$ cat src/sab_pkg.sv
// ----------------------------------------------------------------------------
// sab_pkg: shared types and constants of the servo bank
// Field widths, command and register codes, and the structs between modules.
// ----------------------------------------------------------------------------
package sab_pkg;

	localparam int NUM_SERVOS_DEF = 18;

	localparam int CMD_W   = 2;
	localparam int IDX_IN_W = 5;
	localparam int ANGLE_W = 16;
	localparam int CH_W    = 5;
	localparam int TICK_W  = 13;

	localparam int MASK_W  = 18;
	localparam int AMIN_W  = 11;
	localparam int AMAX_W  = 10;
	localparam int US_W    = 15;

	// clamped angle always fits the width of angle_min
	localparam int CLAMP_W = AMIN_W;

	// shared multiplier operands and product
	localparam int MUL_A_W = 22;
	localparam int MUL_B_W = 23;
	localparam int MUL_P_W = MUL_A_W + MUL_B_W;
	// |angle| * span is at most 1024 * 32767
	localparam int PROD_W  = 25;

	// 1800 = 8 * 225 and us * 4096 / 20000 = (us << 7) / 625, both divisions
	// done as a multiply by the rounded-up reciprocal scaled by 2^30
	localparam int SPAN_PRE_SHIFT   = 3;
	localparam int US_TO_TICK_SHIFT = 7;
	localparam int RECIP_SHIFT      = 30;
	localparam logic [MUL_B_W-1:0] RECIP_225 = 23'd4772186;
	localparam logic [MUL_B_W-1:0] RECIP_625 = 23'd1717987;

	localparam int ANGLE_SPAN  = 1800;
	localparam int FRAME_US    = 20000;
	localparam int FRAME_SHIFT = 12;
	localparam logic [TICK_W-1:0] CENTER_TICK_RESET = 13'd307;

	localparam logic [CMD_W-1:0] CMD_SET     = 2'd0;
	localparam logic [CMD_W-1:0] CMD_COMMIT  = 2'd1;
	localparam logic [CMD_W-1:0] CMD_RELEASE = 2'd2;

	localparam int CFG_ADDR_W = 5;
	localparam int REG_SEL_W  = 3;
	localparam logic [REG_SEL_W-1:0] REG_DIR_MASK  = 3'd0;
	localparam logic [REG_SEL_W-1:0] REG_ANGLE_MIN = 3'd1;
	localparam logic [REG_SEL_W-1:0] REG_ANGLE_MAX = 3'd2;
	localparam logic [REG_SEL_W-1:0] REG_CENTER    = 3'd3;
	localparam logic [REG_SEL_W-1:0] REG_SPAN      = 3'd4;
	localparam logic [REG_SEL_W-1:0] REG_DRIVER    = 3'd5;

	typedef struct packed {
		logic [CMD_W-1:0]          command;
		logic [IDX_IN_W-1:0]       servo_index;
		logic signed [ANGLE_W-1:0] angle_tenths;
	} item_t;

	typedef struct packed {
		logic [CH_W-1:0]   channel;
		logic              on_count;
		logic [TICK_W-1:0] off_count;
		logic              last;
	} result_t;

	typedef struct packed {
		logic [MASK_W-1:0]        direction_mask;
		logic signed [AMIN_W-1:0] angle_min;
		logic [AMAX_W-1:0]        angle_max;
		logic [US_W-1:0]          center_us;
		logic [US_W-1:0]          span_us;
		logic                     driver_present;
	} cfg_t;

	typedef struct packed {
		logic [MUL_A_W-1:0] a;
		logic [MUL_B_W-1:0] b;
	} mul_req_t;

endpackage

$ cat src/sab_cfg_regs.sv
// ----------------------------------------------------------------------------
// sab_cfg_regs: configuration registers
// APB-style register file holding the mapping setup of the servo bank.
// ----------------------------------------------------------------------------
module sab_cfg_regs (
	input  logic                            clk,
	input  logic                            arst_n,
	input  logic                            psel,
	input  logic                            penable,
	input  logic                            pwrite,
	input  logic [sab_pkg::CFG_ADDR_W-1:0]  paddr,
	input  logic [31:0]                     pwdata,
	output logic [31:0]                     prdata,
	output logic                            pready,
	output sab_pkg::cfg_t                   cfg
);

	sab_pkg::cfg_t cfg_q;
	logic          wr_en;
	logic [sab_pkg::REG_SEL_W-1:0] sel;

	assign pready = 1'b1;
	assign wr_en  = psel & penable & pwrite;
	assign sel    = paddr[sab_pkg::CFG_ADDR_W-1:2];
	assign cfg    = cfg_q;

	always_ff @(posedge clk or negedge arst_n) begin
		if (!arst_n) begin
			cfg_q.direction_mask <= '0;
			cfg_q.angle_min      <= -11'sd900;
			cfg_q.angle_max      <= 10'd900;
			cfg_q.center_us      <= 15'd1500;
			cfg_q.span_us        <= 15'd2000;
			cfg_q.driver_present <= 1'b0;
		end else if (wr_en) begin
			case (sel)
				sab_pkg::REG_DIR_MASK: begin
					cfg_q.direction_mask <= pwdata[sab_pkg::MASK_W-1:0];
				end
				sab_pkg::REG_ANGLE_MIN: begin
					cfg_q.angle_min <= $signed(pwdata[sab_pkg::AMIN_W-1:0]);
				end
				sab_pkg::REG_ANGLE_MAX: begin
					cfg_q.angle_max <= pwdata[sab_pkg::AMAX_W-1:0];
				end
				sab_pkg::REG_CENTER: begin
					cfg_q.center_us <= pwdata[sab_pkg::US_W-1:0];
				end
				sab_pkg::REG_SPAN: begin
					cfg_q.span_us <= pwdata[sab_pkg::US_W-1:0];
				end
				sab_pkg::REG_DRIVER: begin
					cfg_q.driver_present <= pwdata[0];
				end
				default: begin
				end
			endcase
		end
	end

	always_comb begin
		case (sel)
			sab_pkg::REG_DIR_MASK:  prdata = 32'(cfg_q.direction_mask);
			sab_pkg::REG_ANGLE_MIN: prdata = 32'(unsigned'(cfg_q.angle_min));
			sab_pkg::REG_ANGLE_MAX: prdata = 32'(cfg_q.angle_max);
			sab_pkg::REG_CENTER:    prdata = 32'(cfg_q.center_us);
			sab_pkg::REG_SPAN:      prdata = 32'(cfg_q.span_us);
			sab_pkg::REG_DRIVER:    prdata = 32'(cfg_q.driver_present);
			default:                prdata = '0;
		endcase
	end

endmodule

$ cat src/sab_div.sv
// ----------------------------------------------------------------------------
// sab_div: shared multiplier
// Unsigned product for the angle scaling and for both divisions by constants.
// ----------------------------------------------------------------------------
module sab_div (
	input  sab_pkg::mul_req_t             req,
	output logic [sab_pkg::MUL_P_W-1:0]   product
);

	assign product = sab_pkg::MUL_P_W'(req.a) * sab_pkg::MUL_P_W'(req.b);

endmodule

$ cat src/servo_angle_to_pwm_bank.sv
// ----------------------------------------------------------------------------
// servo_angle_to_pwm_bank: servo angle to PWM tick bank
// Maps per-channel angles to 50 Hz PWM off ticks and emits them on commit, or zero ticks on release.
// ----------------------------------------------------------------------------
// Usage:
//   An item (command, servo_index, angle_tenths) is taken at a clock edge with
//   start high and busy low. Registers are to be written over the APB-style port
//   only while the bank is idle (not enforced by the bank); pready is always high.
//   A set command runs four steps on one shared multiplier: angle times span,
//   the divisions by 1800 and 20000 as reciprocal multiplies, with the center
//   add and saturation in between; busy stays high until the tick is stored.
//   A commit or release walks the tick store, one channel per cycle; each
//   result is registered in the emit state and the results follow back to
//   back, the last one flagged.
//   Ignored items (no driver, bad channel, unknown command, commit after
//   release) keep busy low, so the next item can follow in the next cycle.
//   Results are shown for one cycle under strobe; the receiver cannot stall.
//   Reset loads every store entry with the center tick, enables the bank and
//   emits nothing.
// ----------------------------------------------------------------------------
module servo_angle_to_pwm_bank #(
	parameter int NUM_SERVOS = sab_pkg::NUM_SERVOS_DEF
) (
	input  logic                            clk,
	input  logic                            arst_n,
	input  logic                            start,
	input  sab_pkg::item_t                  req,
	output logic                            busy,
	output logic                            strobe,
	output sab_pkg::result_t                result,
	input  logic                            psel,
	input  logic                            penable,
	input  logic                            pwrite,
	input  logic [sab_pkg::CFG_ADDR_W-1:0]  paddr,
	input  logic [31:0]                     pwdata,
	output logic [31:0]                     prdata,
	output logic                            pready
);

	localparam int IDX_W = (NUM_SERVOS > 1) ? $clog2(NUM_SERVOS) : 1;
	localparam logic [sab_pkg::CH_W-1:0] LAST_CH = sab_pkg::CH_W'(NUM_SERVOS - 1);

	localparam logic [2:0] ST_IDLE = 3'd0;
	localparam logic [2:0] ST_MUL  = 3'd1;
	localparam logic [2:0] ST_DIV1 = 3'd2;
	localparam logic [2:0] ST_ADD  = 3'd3;
	localparam logic [2:0] ST_DIV2 = 3'd4;
	localparam logic [2:0] ST_EMIT = 3'd5;

	sab_pkg::cfg_t     cfg;
	sab_pkg::mul_req_t mul_req;
	logic [sab_pkg::MUL_P_W-1:0] mul_prod;

	logic [2:0]                          state_q;
	logic                                bank_en_q;
	logic                                zeros_q;
	logic [sab_pkg::CH_W-1:0]            ch_q;
	logic [IDX_W-1:0]                    idx_q;
	logic signed [sab_pkg::CLAMP_W-1:0]  angle_q;
	logic [sab_pkg::PROD_W-1:0]          prod_q;
	logic [sab_pkg::US_W-1:0]            quo_q;
	logic [sab_pkg::US_W-1:0]            us_q;
	logic [sab_pkg::TICK_W-1:0]          store_q [NUM_SERVOS];
	logic                                strobe_q;
	sab_pkg::result_t                    result_q;

	logic                                accept;
	logic                                idx_ok;
	logic [31:0]                         mask_ext;
	logic signed [sab_pkg::ANGLE_W:0]    ang_rev;
	logic signed [sab_pkg::ANGLE_W:0]    amin_ext;
	logic signed [sab_pkg::ANGLE_W:0]    amax_ext;
	logic signed [sab_pkg::ANGLE_W:0]    ang_clamp;
	logic [sab_pkg::CLAMP_W-1:0]         ang_mag;
	logic signed [sab_pkg::US_W+2:0]     q_signed;
	logic signed [sab_pkg::US_W+2:0]     us_sum;
	logic [sab_pkg::US_W-1:0]            us_sat;

	sab_cfg_regs u_cfg (
		.clk     (clk),
		.arst_n  (arst_n),
		.psel    (psel),
		.penable (penable),
		.pwrite  (pwrite),
		.paddr   (paddr),
		.pwdata  (pwdata),
		.prdata  (prdata),
		.pready  (pready),
		.cfg     (cfg)
	);

	sab_div u_div (
		.req     (mul_req),
		.product (mul_prod)
	);

	assign busy   = (state_q != ST_IDLE);
	assign accept = start & ~busy;
	assign idx_ok = (32'(req.servo_index) < 32'(NUM_SERVOS));

	// channels above the mask width are never reversed
	assign mask_ext = 32'(cfg.direction_mask);

	always_comb begin
		if (mask_ext[req.servo_index]) begin
			if (req.angle_tenths == {1'b1, {(sab_pkg::ANGLE_W-1){1'b0}}}) begin
				ang_rev = {2'b00, {(sab_pkg::ANGLE_W-1){1'b1}}};
			end else begin
				ang_rev = -(sab_pkg::ANGLE_W+1)'(req.angle_tenths);
			end
		end else begin
			ang_rev = (sab_pkg::ANGLE_W+1)'(req.angle_tenths);
		end
		amin_ext = (sab_pkg::ANGLE_W+1)'(cfg.angle_min);
		amax_ext = $signed({{(sab_pkg::ANGLE_W+1-sab_pkg::AMAX_W){1'b0}}, cfg.angle_max});
		ang_clamp = ang_rev;
		if (ang_clamp < amin_ext) begin
			ang_clamp = amin_ext;
		end
		// empty range: the upper bound wins
		if (ang_clamp > amax_ext) begin
			ang_clamp = amax_ext;
		end
	end

	assign ang_mag = angle_q[sab_pkg::CLAMP_W-1] ? unsigned'(-angle_q) : unsigned'(angle_q);

	// the product is split into magnitude and sign, so the quotient truncates toward zero
	always_comb begin
		q_signed = $signed({3'b000, quo_q});
		if (angle_q[sab_pkg::CLAMP_W-1]) begin
			q_signed = -q_signed;
		end
		us_sum = $signed({3'b000, cfg.center_us}) + q_signed;
		if (us_sum < 0) begin
			us_sat = '0;
		end else if (us_sum > (sab_pkg::US_W+3)'(sab_pkg::FRAME_US)) begin
			us_sat = sab_pkg::US_W'(sab_pkg::FRAME_US);
		end else begin
			us_sat = us_sum[sab_pkg::US_W-1:0];
		end
	end

	always_comb begin
		case (state_q)
			ST_DIV1: begin
				mul_req.a = prod_q[sab_pkg::PROD_W-1:sab_pkg::SPAN_PRE_SHIFT];
				mul_req.b = sab_pkg::RECIP_225;
			end
			ST_DIV2: begin
				mul_req.a = sab_pkg::MUL_A_W'({us_q, {sab_pkg::US_TO_TICK_SHIFT{1'b0}}});
				mul_req.b = sab_pkg::RECIP_625;
			end
			default: begin
				mul_req.a = sab_pkg::MUL_A_W'(ang_mag);
				mul_req.b = sab_pkg::MUL_B_W'(cfg.span_us);
			end
		endcase
	end

	always_ff @(posedge clk or negedge arst_n) begin
		if (!arst_n) begin
			state_q   <= ST_IDLE;
			bank_en_q <= 1'b1;
			zeros_q   <= 1'b0;
			ch_q      <= '0;
			strobe_q  <= 1'b0;
			for (int i = 0; i < NUM_SERVOS; i++) begin
				store_q[i] <= sab_pkg::CENTER_TICK_RESET;
			end
		end else begin
			strobe_q <= 1'b0;
			case (state_q)
				ST_IDLE: begin
					if (accept && cfg.driver_present) begin
						ch_q <= '0;
						if (req.command == sab_pkg::CMD_SET) begin
							if (idx_ok) begin
								state_q <= ST_MUL;
							end
						end else if (req.command == sab_pkg::CMD_COMMIT) begin
							if (bank_en_q) begin
								zeros_q <= 1'b0;
								state_q <= ST_EMIT;
							end
						end else if (req.command == sab_pkg::CMD_RELEASE) begin
							zeros_q   <= 1'b1;
							bank_en_q <= 1'b0;
							state_q   <= ST_EMIT;
						end
					end
				end
				ST_MUL:  state_q <= ST_DIV1;
				ST_DIV1: state_q <= ST_ADD;
				ST_ADD:  state_q <= ST_DIV2;
				ST_DIV2: begin
					store_q[idx_q] <= mul_prod[sab_pkg::RECIP_SHIFT +: sab_pkg::TICK_W];
					state_q        <= ST_IDLE;
				end
				ST_EMIT: begin
					strobe_q <= 1'b1;
					ch_q     <= ch_q + 1'b1;
					if (ch_q == LAST_CH) begin
						state_q <= ST_IDLE;
					end
				end
				default: state_q <= ST_IDLE;
			endcase
		end
	end

	always_ff @(posedge clk) begin
		if (accept) begin
			idx_q   <= req.servo_index[IDX_W-1:0];
			angle_q <= ang_clamp[sab_pkg::CLAMP_W-1:0];
		end
		if (state_q == ST_MUL) begin
			prod_q <= mul_prod[sab_pkg::PROD_W-1:0];
		end
		if (state_q == ST_DIV1) begin
			quo_q <= mul_prod[sab_pkg::RECIP_SHIFT +: sab_pkg::US_W];
		end
		if (state_q == ST_ADD) begin
			us_q <= us_sat;
		end
		if (state_q == ST_EMIT) begin
			result_q.channel   <= ch_q;
			result_q.on_count  <= 1'b0;
			result_q.off_count <= zeros_q ? '0 : store_q[ch_q[IDX_W-1:0]];
			result_q.last      <= (ch_q == LAST_CH);
		end
	end

	assign strobe = strobe_q;
	assign result = result_q;

`ifndef SYNTHESIS
	a_strobe_from_emit: assert property (@(posedge clk) disable iff (!arst_n)
		strobe |-> $past(state_q == ST_EMIT))
		else $error("result strobe without an emit cycle");

	a_last_channel: assert property (@(posedge clk) disable iff (!arst_n)
		(strobe && result.last) |-> (result.channel == LAST_CH))
		else $error("last flag on a channel other than the final one");

	a_no_driver_idle: assert property (@(posedge clk) disable iff (!arst_n)
		(accept && !cfg.driver_present) |=> !busy)
		else $error("item taken without a driver started work");

	a_set_four_cycles: assert property (@(posedge clk) disable iff (!arst_n)
		(accept && cfg.driver_present && req.command == sab_pkg::CMD_SET && idx_ok)
		|=> (busy [*4] ##1 !busy))
		else $error("set item did not finish in four cycles");

	a_release_disables: assert property (@(posedge clk) disable iff (!arst_n)
		(strobe && result.off_count != '0) |-> bank_en_q)
		else $error("nonzero ticks emitted after release");
`endif

endmodule
$ cat config.mk
export PLATFORM = sky130hd
export DESIGN_NAME = servo_angle_to_pwm_bank
export DESIGN_NICKNAME = d
export VERILOG_FILES = /design/src/sab_pkg.sv /design/src/sab_cfg_regs.sv /design/src/sab_div.sv /design/src/servo_angle_to_pwm_bank.sv
export SDC_FILE = /design/constraint.sdc
export NUM_CORES = 2
export LEC_CHECK = 0
export BUFFER_PORTS_ARGS = -buffer_cell sky130_fd_sc_hd__buf_2
export CAP_MARGIN = 10
export CORE_UTILIZATION = 67
export DETAILED_ROUTE_END_ITERATION = 12
export GPL_ROUTABILITY_DRIVEN = 0
export PLACE_DENSITY = 0.85
export SYNTH_ARGS = -nofsm -noshare
export SYNTH_HDL_FRONTEND = slang
export SYNTH_SLANG_ARGS = --single-unit
$ cat constraint.sdc
create_clock -name clk -period 14.77 [get_ports clk]
set_clock_uncertainty 0.15 [all_clocks]
set_input_delay 1.477 -clock clk [delete_from_list [all_inputs] [get_ports clk]]
set_output_delay 1.477 -clock clk [all_outputs]
set_load 0.01 [all_outputs]
## After elaboration in Yosys (flattened, before gate mapping)

Cells that the tools add are included.

| word-level totals | value |
|---|---|
| register bits | 405 |
| bits of input ports | 66 |
| word-level logic and storage cells | 132 |

| operators by class | value |
|---|---|
| $add $sub $neg | 5 |
| $mul | 1 |
| $lt $le $gt $ge | 9 |
| eq/ne operators | 20 |
| muxes and demuxes | 31 |
| bitwise operators | 8 |
| reductions and logical operators | 19 |

Operators with widths:

| kind | number |
|---|---|
| bitwise mux 234 bit | 1 |
| one-hot mux 18 bit (6 select lines) | 1 |
| one-hot mux 45 bit (2 select lines) | 1 |
| binary-select mux 13 bit (select 5 bit) | 1 |
| demux 13 bit (select 5 bit) | 1 |
| 2-to-1 mux 17 bit | 3 |
| multiplier 22 x 23 -> 45 bit | 1 |
| 2-to-1 mux 13 bit | 3 |
| 2-to-1 mux 3 bit | 7 |
| adder 16 x 18 -> 18 bit | 1 |
| > comparator 18 x 16 -> 1 bit, second input constant | 1 |
| < comparator 18 x 1 -> 1 bit, second input constant | 1 |
| 2-to-1 mux 18 bit | 1 |
| negator 15 -> 18 bit | 1 |
| > comparator 17 x 11 -> 1 bit | 1 |
| < comparator 17 x 11 -> 1 bit | 1 |
| negator 16 -> 17 bit | 1 |
| == test 16 bit, second input constant | 1 |
| 2-to-1 mux 15 bit | 1 |
| one-hot mux 3 bit (5 select lines) | 1 |
| AND reduction 5 bit | 3 |
| AND reduction 2 bit | 7 |
| == test 3 x 2 -> 1 bit, second input constant | 4 |
| == test 3 bit, second input constant | 4 |
| 28 further kinds | 45 |

## Depth between registers and ports, before layout

| depth | value |
|---|---|
| depth after elaboration | 7 |
| gate-level depth with buffers | 35 |
| gate-level depth less buffers | 33 |

## By module

A second synthesis with hierarchy kept.

| second synthesis, totals | value |
|---|---|
| cell total of the unflattened synthesis | 3584 |
| area, all modules | 37935.1 um^2 |

Modules (own cells, without submodules):

| module | instances | cells each | area each (um^2) |
|---|---|---|---|
| servo_angle_to_pwm_bank | 1 | 1372 | 17615.6 |
| sab_div | 1 | 1952 | 16827.4 |
| sab_cfg_regs | 1 | 260 | 3492.1 |

## Least setup slack after synthesis

OpenSTA, ideal clock, no wires.

| timing | value |
|---|---|
| path kind | reg-to-reg |
| from | register angle_q[4] in the netlist's numbering |
| to | register quo_q[11] in the netlist's numbering (data pin) |
| setup time | 0.254 ns |
| arrival time | 7.986 ns |
| slack | 6.380 ns |
| cell stages (with the launch flop) | 29 |
| path buffers | 1 |
| cells stage by stage | edfxtp_1 -> or4_1 -> or2_2 -> nand2_1 -> xor2_1 -> nor2_1 -> nor2_1 -> nor2_1 -> fa_1 -> inv_1 -> fa_1 -> fa_1 -> inv_1 -> fa_1 -> fa_1 -> fa_1 -> inv_1 -> fa_1 -> inv_1 -> ha_1 -> or3_1 -> o211ai_1 -> a21oi_1 -> a211oi_1 -> nor2_1 -> a211oi_1 -> xor2_1 -> buf_2 -> inv_1 |

| on the way | value |
|---|---|
| word-level cells in the longest chain between the ends | 4 |

Ends and longest elaborated chain:

| what | RTL line | RTL |
|---|---|---|
| from (decl) | servo_angle_to_pwm_bank.sv:59 | `logic signed [sab_pkg::CLAMP_W-1:0] angle_q;` |
| from (signal assigned) | servo_angle_to_pwm_bank.sv:215 | `angle_q <= ang_clamp[sab_pkg::CLAMP_W-1:0];` |
| negator 11 bit | servo_angle_to_pwm_bank.sv:126 | `assign ang_mag = angle_q[sab_pkg::CLAMP_W-1] ? unsigned'(-angle_q) : unsigned'(angle_q);` |
| 2-to-1 mux 11 bit (*) | servo_angle_to_pwm_bank.sv:126 |  |
| one-hot mux 45 bit (2 select lines) (*) | servo_angle_to_pwm_bank.sv:145 | `case (state_q)` |
| multiplier 22 x 23 -> 45 bit (*) | sab_div.sv:10 | `assign product = sab_pkg::MUL_P_W'(req.a) * sab_pkg::MUL_P_W'(req.b);` |
| named net mul_prod, one bit | servo_angle_to_pwm_bank.sv:52 | `logic [sab_pkg::MUL_P_W-1:0] mul_prod;` |
| to (signal assigned) | servo_angle_to_pwm_bank.sv:221 | `quo_q <= mul_prod[sab_pkg::RECIP_SHIFT +: sab_pkg::US_W];` |
| to (decl) | servo_angle_to_pwm_bank.sv:61 | `logic [sab_pkg::US_W-1:0] quo_q;` |

Mark *: on every way through the listed nets, which the timed path passes. The rest lies on a longest branch.
A chain may end at the register's enable or synchronous reset.

## Worst setup path in the final report

| timing | value |
|---|---|
| from | register state_q[2] |
| to | register quo_q[8] in the netlist's numbering (data pin) |

| on the way | value |
|---|---|
| word-level cells in the longest chain between the ends | 3 |

Ends and longest elaborated chain:

| what | RTL line | RTL |
|---|---|---|
| from (decl) | servo_angle_to_pwm_bank.sv:54 | `logic [2:0] state_q;` |
| from (signal assigned) | servo_angle_to_pwm_bank.sv:163 | `state_q <= ST_IDLE;` |
| from (signal assigned) | servo_angle_to_pwm_bank.sv:179 | `state_q <= ST_MUL;` |
| from (signal assigned) | servo_angle_to_pwm_bank.sv:184 | `state_q <= ST_EMIT;` |
| == test 3 bit / == test 3 x 2 -> 1 bit (equally long branches) | servo_angle_to_pwm_bank.sv:145 |  |
| one-hot mux 45 bit (2 select lines) (*) | servo_angle_to_pwm_bank.sv:145 |  |
| multiplier 22 x 23 -> 45 bit (*) | sab_div.sv:10 |  |
| named net mul_prod, one bit | servo_angle_to_pwm_bank.sv:52 |  |

Marks and branches as above.

==> summary.md <==
The layout-stage area growth over the synthesis result was 7.116%; the insertion delay to the later sink of the worst-skew pair was 0.60 ns. The detailed router put a total of 34.05 mm of wire on met1. The number of flops mapped to enable cells by yosys was 87; the number of ports placed on the die boundary was 121.

The run finished with clean final reports. In the final layout, flip-flops and latches occupy 10640 sq um. The start point of the worst min-delay path is store_q[81]$_DFFE_PN0P_. The multi-input combinational cells in the finished layout cover a total of 21380 sq um.

No sink is reached through more buffers than the 3 on the longest clock path. The die boundary height is 229.4 microns. The post-synthesis async set-or-reset flop share was 0.7836; the slew of the pin with the lowest slew margin was 1.159 ns.

The number of distinct standard cells referenced by the synthesized netlist was 81; the post-cts repair resize count was 0. The most frequent cell on the critical path was sky130_fd_sc_hd__fa_1. The tools report the overall global routing resource usage as 0.3608.

The tools report the post-DP HPWL as 67.99 mm. The part of the Yosys area used for sequential elements was 0.3071. The worst setup path is captured at a flip-flop. The ratio of final minimum period to clock period was 0.7118; the mean instance size in the synthesized netlist was 10.03 sq um.

After filler insertion, the fill cell instance count of the layout stands at 3364. For this run, the number of Yosys warnings is 0. The endpoint identified for the worst register-to-register timing path is quo_q[8]$_DFFE_PN_. The number of cells on the worst hold path is 2.

Across all setup checks in the final design, the least slack found is 4.257 ns. Entering global routing, the biggest net connects 86 pins. The run gives 10.67 ns as the data arrival time of the critical path. After detailed routing, the number of vias per cell comes to 6.225. The initial antenna violation count was 0.

The worst hold path terminates at store_q[81]$_DFFE_PN0P_. The number of nets in the layout is 4183, and the highest clock frequency the design can meet is 95.12 MHz. Max-slew headroom at the worst pin: 0.2162. The tool flagged a number of max-cap violations equal to 0.

0 antenna diodes ended up in the layout. The first detailed-routing pass ran for 6 iterations. The final period demand of the worst path came out at 10.51 ns. In this run the cell area measured after placement is 35710 sq um. The die is 229.4 microns wide. The logs give 0.3299 ns for the tightest hold margin and 9.608 mm for the total length of routed met3 wires.

STA classifies the critical path startpoint as a flip-flop. The number of placement rows was 82. The total of buffers placed on input and output ports came out at 88. The core region is 50580 sq um. For the remaining antenna violation count after routing, the log shows 0.

The per-cell routed wire length works out to 21.74 microns. The run gives 0 as the hold violation count in the final report. After routing, the total negative slack on setup checks comes to 0 ns. For the post-route standard cell area excluding fillers, the log shows 37100 sq um.

After detailed routing, the number of remaining DRC violations is 0. The tools report the number of standard cells after synthesis as 3454. TritonCTS built the clock tree. Wires add up to 91.75 mm. Fraction of final layout cells with drive strength greater than 1: 0.1511. For this run, the leading register cell type out of synthesis is sky130_fd_sc_hd__dfrtp_1. The worst hold path belongs to the class reg2reg.

The number of synthesized register bits came out at 402. The tools report the final-report setup violation count as 0. Among all stages on the critical path, the largest delay is contributed by sky130_fd_sc_hd__nor2_1. The critical path in this run is classified as reg2reg.

The highest metal layer carrying signal wires in the routed design is met4. The startpoint identified for the worst register-to-register timing path is state_q[2]$_DFFE_PN0P_. For the max-slew violation total from the final report, the log shows 0. The number of hold buffers added after CTS was 0.

The count of vias placed by the detailed router is 26.27k. The logs give 4.490 ns for the post-placement setup slack and 14.93 ns for the required time of the critical path. The logs give 0 for the post-CTS repair timing setup buffer count and 2 for the H-tree level count. The register clock-pin slew on the reported worst setup and hold paths was 0.06 ns; the largest driver fanout on the critical path was 37. On the worst path, the slowest cell contributes a delay of 0.91 ns. Setup repair after global routing left no endpoint under its margin. Depth of the worst register-to-register path: 28.

The first routing iteration left 3108 violations. After synthesis the cells add up to 34640 sq um. The number of global-route vias before repair was 27.19k.

The logs give 43.12 mm for the routed length on met2 and 4.26 ns for the internal reg-to-reg setup slack. The starting density of the core was 0.6848; the wire length of the first global-routing pass was 146.3 mm. Clock tree synthesis inserted a total of 41 buffers. The CTS sink count came out at 402. The tree is rooted in a sky130_fd_sc_hd__clkbuf_16.

The die covers 52610 sq um. Global routing finished with a remaining overflow of 0.
-- Yosys cell counts, types with 14 or more instances --
cell type	number	area, sq um
sky130_fd_sc_hd__a211oi_1	16	120.1
sky130_fd_sc_hd__a21o_1	21	157.7
sky130_fd_sc_hd__a21oi_1	105	525.5
sky130_fd_sc_hd__and2_1	17	106.4
sky130_fd_sc_hd__and3_1	38	237.7
sky130_fd_sc_hd__buf_4	17	127.6
sky130_fd_sc_hd__clkbuf_1	110	412.9
sky130_fd_sc_hd__dfrtp_1	201	5030
sky130_fd_sc_hd__dfstp_2	114	2995
sky130_fd_sc_hd__edfxtp_1	87	2613
sky130_fd_sc_hd__fa_1	353	7067
sky130_fd_sc_hd__ha_1	249	3115
sky130_fd_sc_hd__inv_1	580	2177
sky130_fd_sc_hd__mux2_2	130	1464
sky130_fd_sc_hd__mux2i_1	40	400.4
sky130_fd_sc_hd__mux4_2	69	1554
sky130_fd_sc_hd__nand2_1	469	1760
sky130_fd_sc_hd__nand2b_1	15	93.84
sky130_fd_sc_hd__nand3_1	31	155.2
sky130_fd_sc_hd__nor2_1	195	732.0
sky130_fd_sc_hd__nor3_1	27	135.1
sky130_fd_sc_hd__o21a_1	17	127.6
sky130_fd_sc_hd__o21ai_0	272	1361
sky130_fd_sc_hd__or2_2	14	87.58
sky130_fd_sc_hd__or3_1	19	118.9
sky130_fd_sc_hd__xnor2_1	42	367.9
sky130_fd_sc_hd__xor2_1	25	219.0
-- cells by family (layout without fill, tap and decap cells) --
| family | after synthesis | in the layout | synth area share |
|---|---|---|---|
| AO/OA/AOI/OAI | 531 | 531 | 0.09001 |
| XOR/XNOR | 67 | 67 | 0.01694 |
| adder cells (fa/ha/maj) | 602 | 602 | 0.2939 |
| buffers and inverters | 730 | 775 | 0.08149 |
| flip-flops | 402 | 402 | 0.3071 |
| multiplexers | 241 | 241 | 0.09955 |
| other | 2 | 51 | 0.0002168 |
| AND/OR/NAND/NOR | 879 | 879 | 0.1107 |
-- state kept, by name (all words and copies together) (netlist names), 3 cells and up --
signal / flops
quo_q: 15
angle_q: 11
prod_q: 22
result: 19
idx_q: 5
u_cfg.cfg: 70
store_q: 234
ch_q: 5
state_q: 3
us_q: 15
-- cells in the final DEF, fill, tap and decap left out, types with 19 or more instances in the layout --
master | Yosys | layout
sky130_fd_sc_hd__mux4_2 | 69 | 69
sky130_fd_sc_hd__buf_2 | 8 | 87
sky130_fd_sc_hd__dfrtp_1 | 201 | 199
sky130_fd_sc_hd__nand3_1 | 31 | 31
sky130_fd_sc_hd__o21ai_0 | 272 | 272
sky130_fd_sc_hd__fa_1 | 353 | 353
sky130_fd_sc_hd__and3_1 | 38 | 38
sky130_fd_sc_hd__inv_1 | 580 | 579
sky130_fd_sc_hd__ha_1 | 249 | 249
sky130_fd_sc_hd__nor3_1 | 27 | 26
sky130_fd_sc_hd__mux2i_1 | 40 | 40
sky130_fd_sc_hd__buf_4 | 17 | 31
sky130_fd_sc_hd__conb_1 | 2 | 51
sky130_fd_sc_hd__nor2_1 | 195 | 194
sky130_fd_sc_hd__xnor2_1 | 42 | 42
sky130_fd_sc_hd__mux2_2 | 130 | 130
sky130_fd_sc_hd__dfstp_2 | 114 | 114
sky130_fd_sc_hd__or3_1 | 19 | 19
sky130_fd_sc_hd__a21oi_1 | 105 | 105
sky130_fd_sc_hd__nand2_1 | 469 | 469
sky130_fd_sc_hd__a21o_1 | 21 | 21
sky130_fd_sc_hd__clkbuf_16 | 0 | 42
sky130_fd_sc_hd__edfxtp_1 | 87 | 87
sky130_fd_sc_hd__xor2_1 | 25 | 25
-- per-layer routing --
metal | global-route usage | vias to the layer above
li1 | - | 11372
met1 | 0.4693 | 12935
met2 | 0.5773 | 1563
met3 | 0.07943 | 398
met4 | 0.1754 | 0
met5 | 0 | -
-- final cells by class --
type | instances | share of cell area
Clock buffer | 55 | 0.02991
Sequential cell | 402 | 0.2868
Clock inverter | 21 | 0.007385
Inverter | 580 | 0.05867
Tap cell | 672 | 0.02266
Timing Repair Buffer | 119 | 0.01841
Multi-Input combinational cell | 2371 | 0.5761
-- critical path: cells and delay by family, from the launching register on --
kind            cells  cell delay (ns)
fa+ha+maj           8             4.16
simple gates        9             3.02
buf+inv             6             1.05
compound gates      5             1.01
flops               1             0.81
-- how the worst max path moves through the flow --
| stage | from | slack (ns) | cells after the start | to |
|---|---|---|---|---|
| 2_1_floorplan | angle_q[4]$_DFFE_PP_ | 6.38 | 28 | quo_q[11]$_DFFE_PN_ |
| 3_3_place_gp | state_q[2]$_DFFE_PN0P_ | 4.65 | 29 | quo_q[11]$_DFFE_PN_ |
| 3_5_place_dp | state_q[2]$_DFFE_PN0P_ | 4.49 | 27 | store_q[54]$_DFFE_PN0P_ |
| 4_1_cts | state_q[2]$_DFFE_PN0P_ | 4.40 | 27 | store_q[171]$_DFFE_PN0P_ |
| 5_1_grt | state_q[2]$_DFFE_PN0P_ | 3.94 | 29 | quo_q[11]$_DFFE_PN_ |
| 6_report | state_q[2]$_DFFE_PN0P_ | 4.26 | 28 | quo_q[8]$_DFFE_PN_ |
-- per-stage QoR --
step                      std cells    util
after floorplan                3503       -
after global routing           4220  0.7336
final                          4220  0.7336
after global placement         4143  0.7061
after detailed placement       4143  0.7061
after CTS                      4219  0.7334
Power is not shown: default switching activity piles up to over one toggle a cycle in this logic, so the estimate is an artifact.
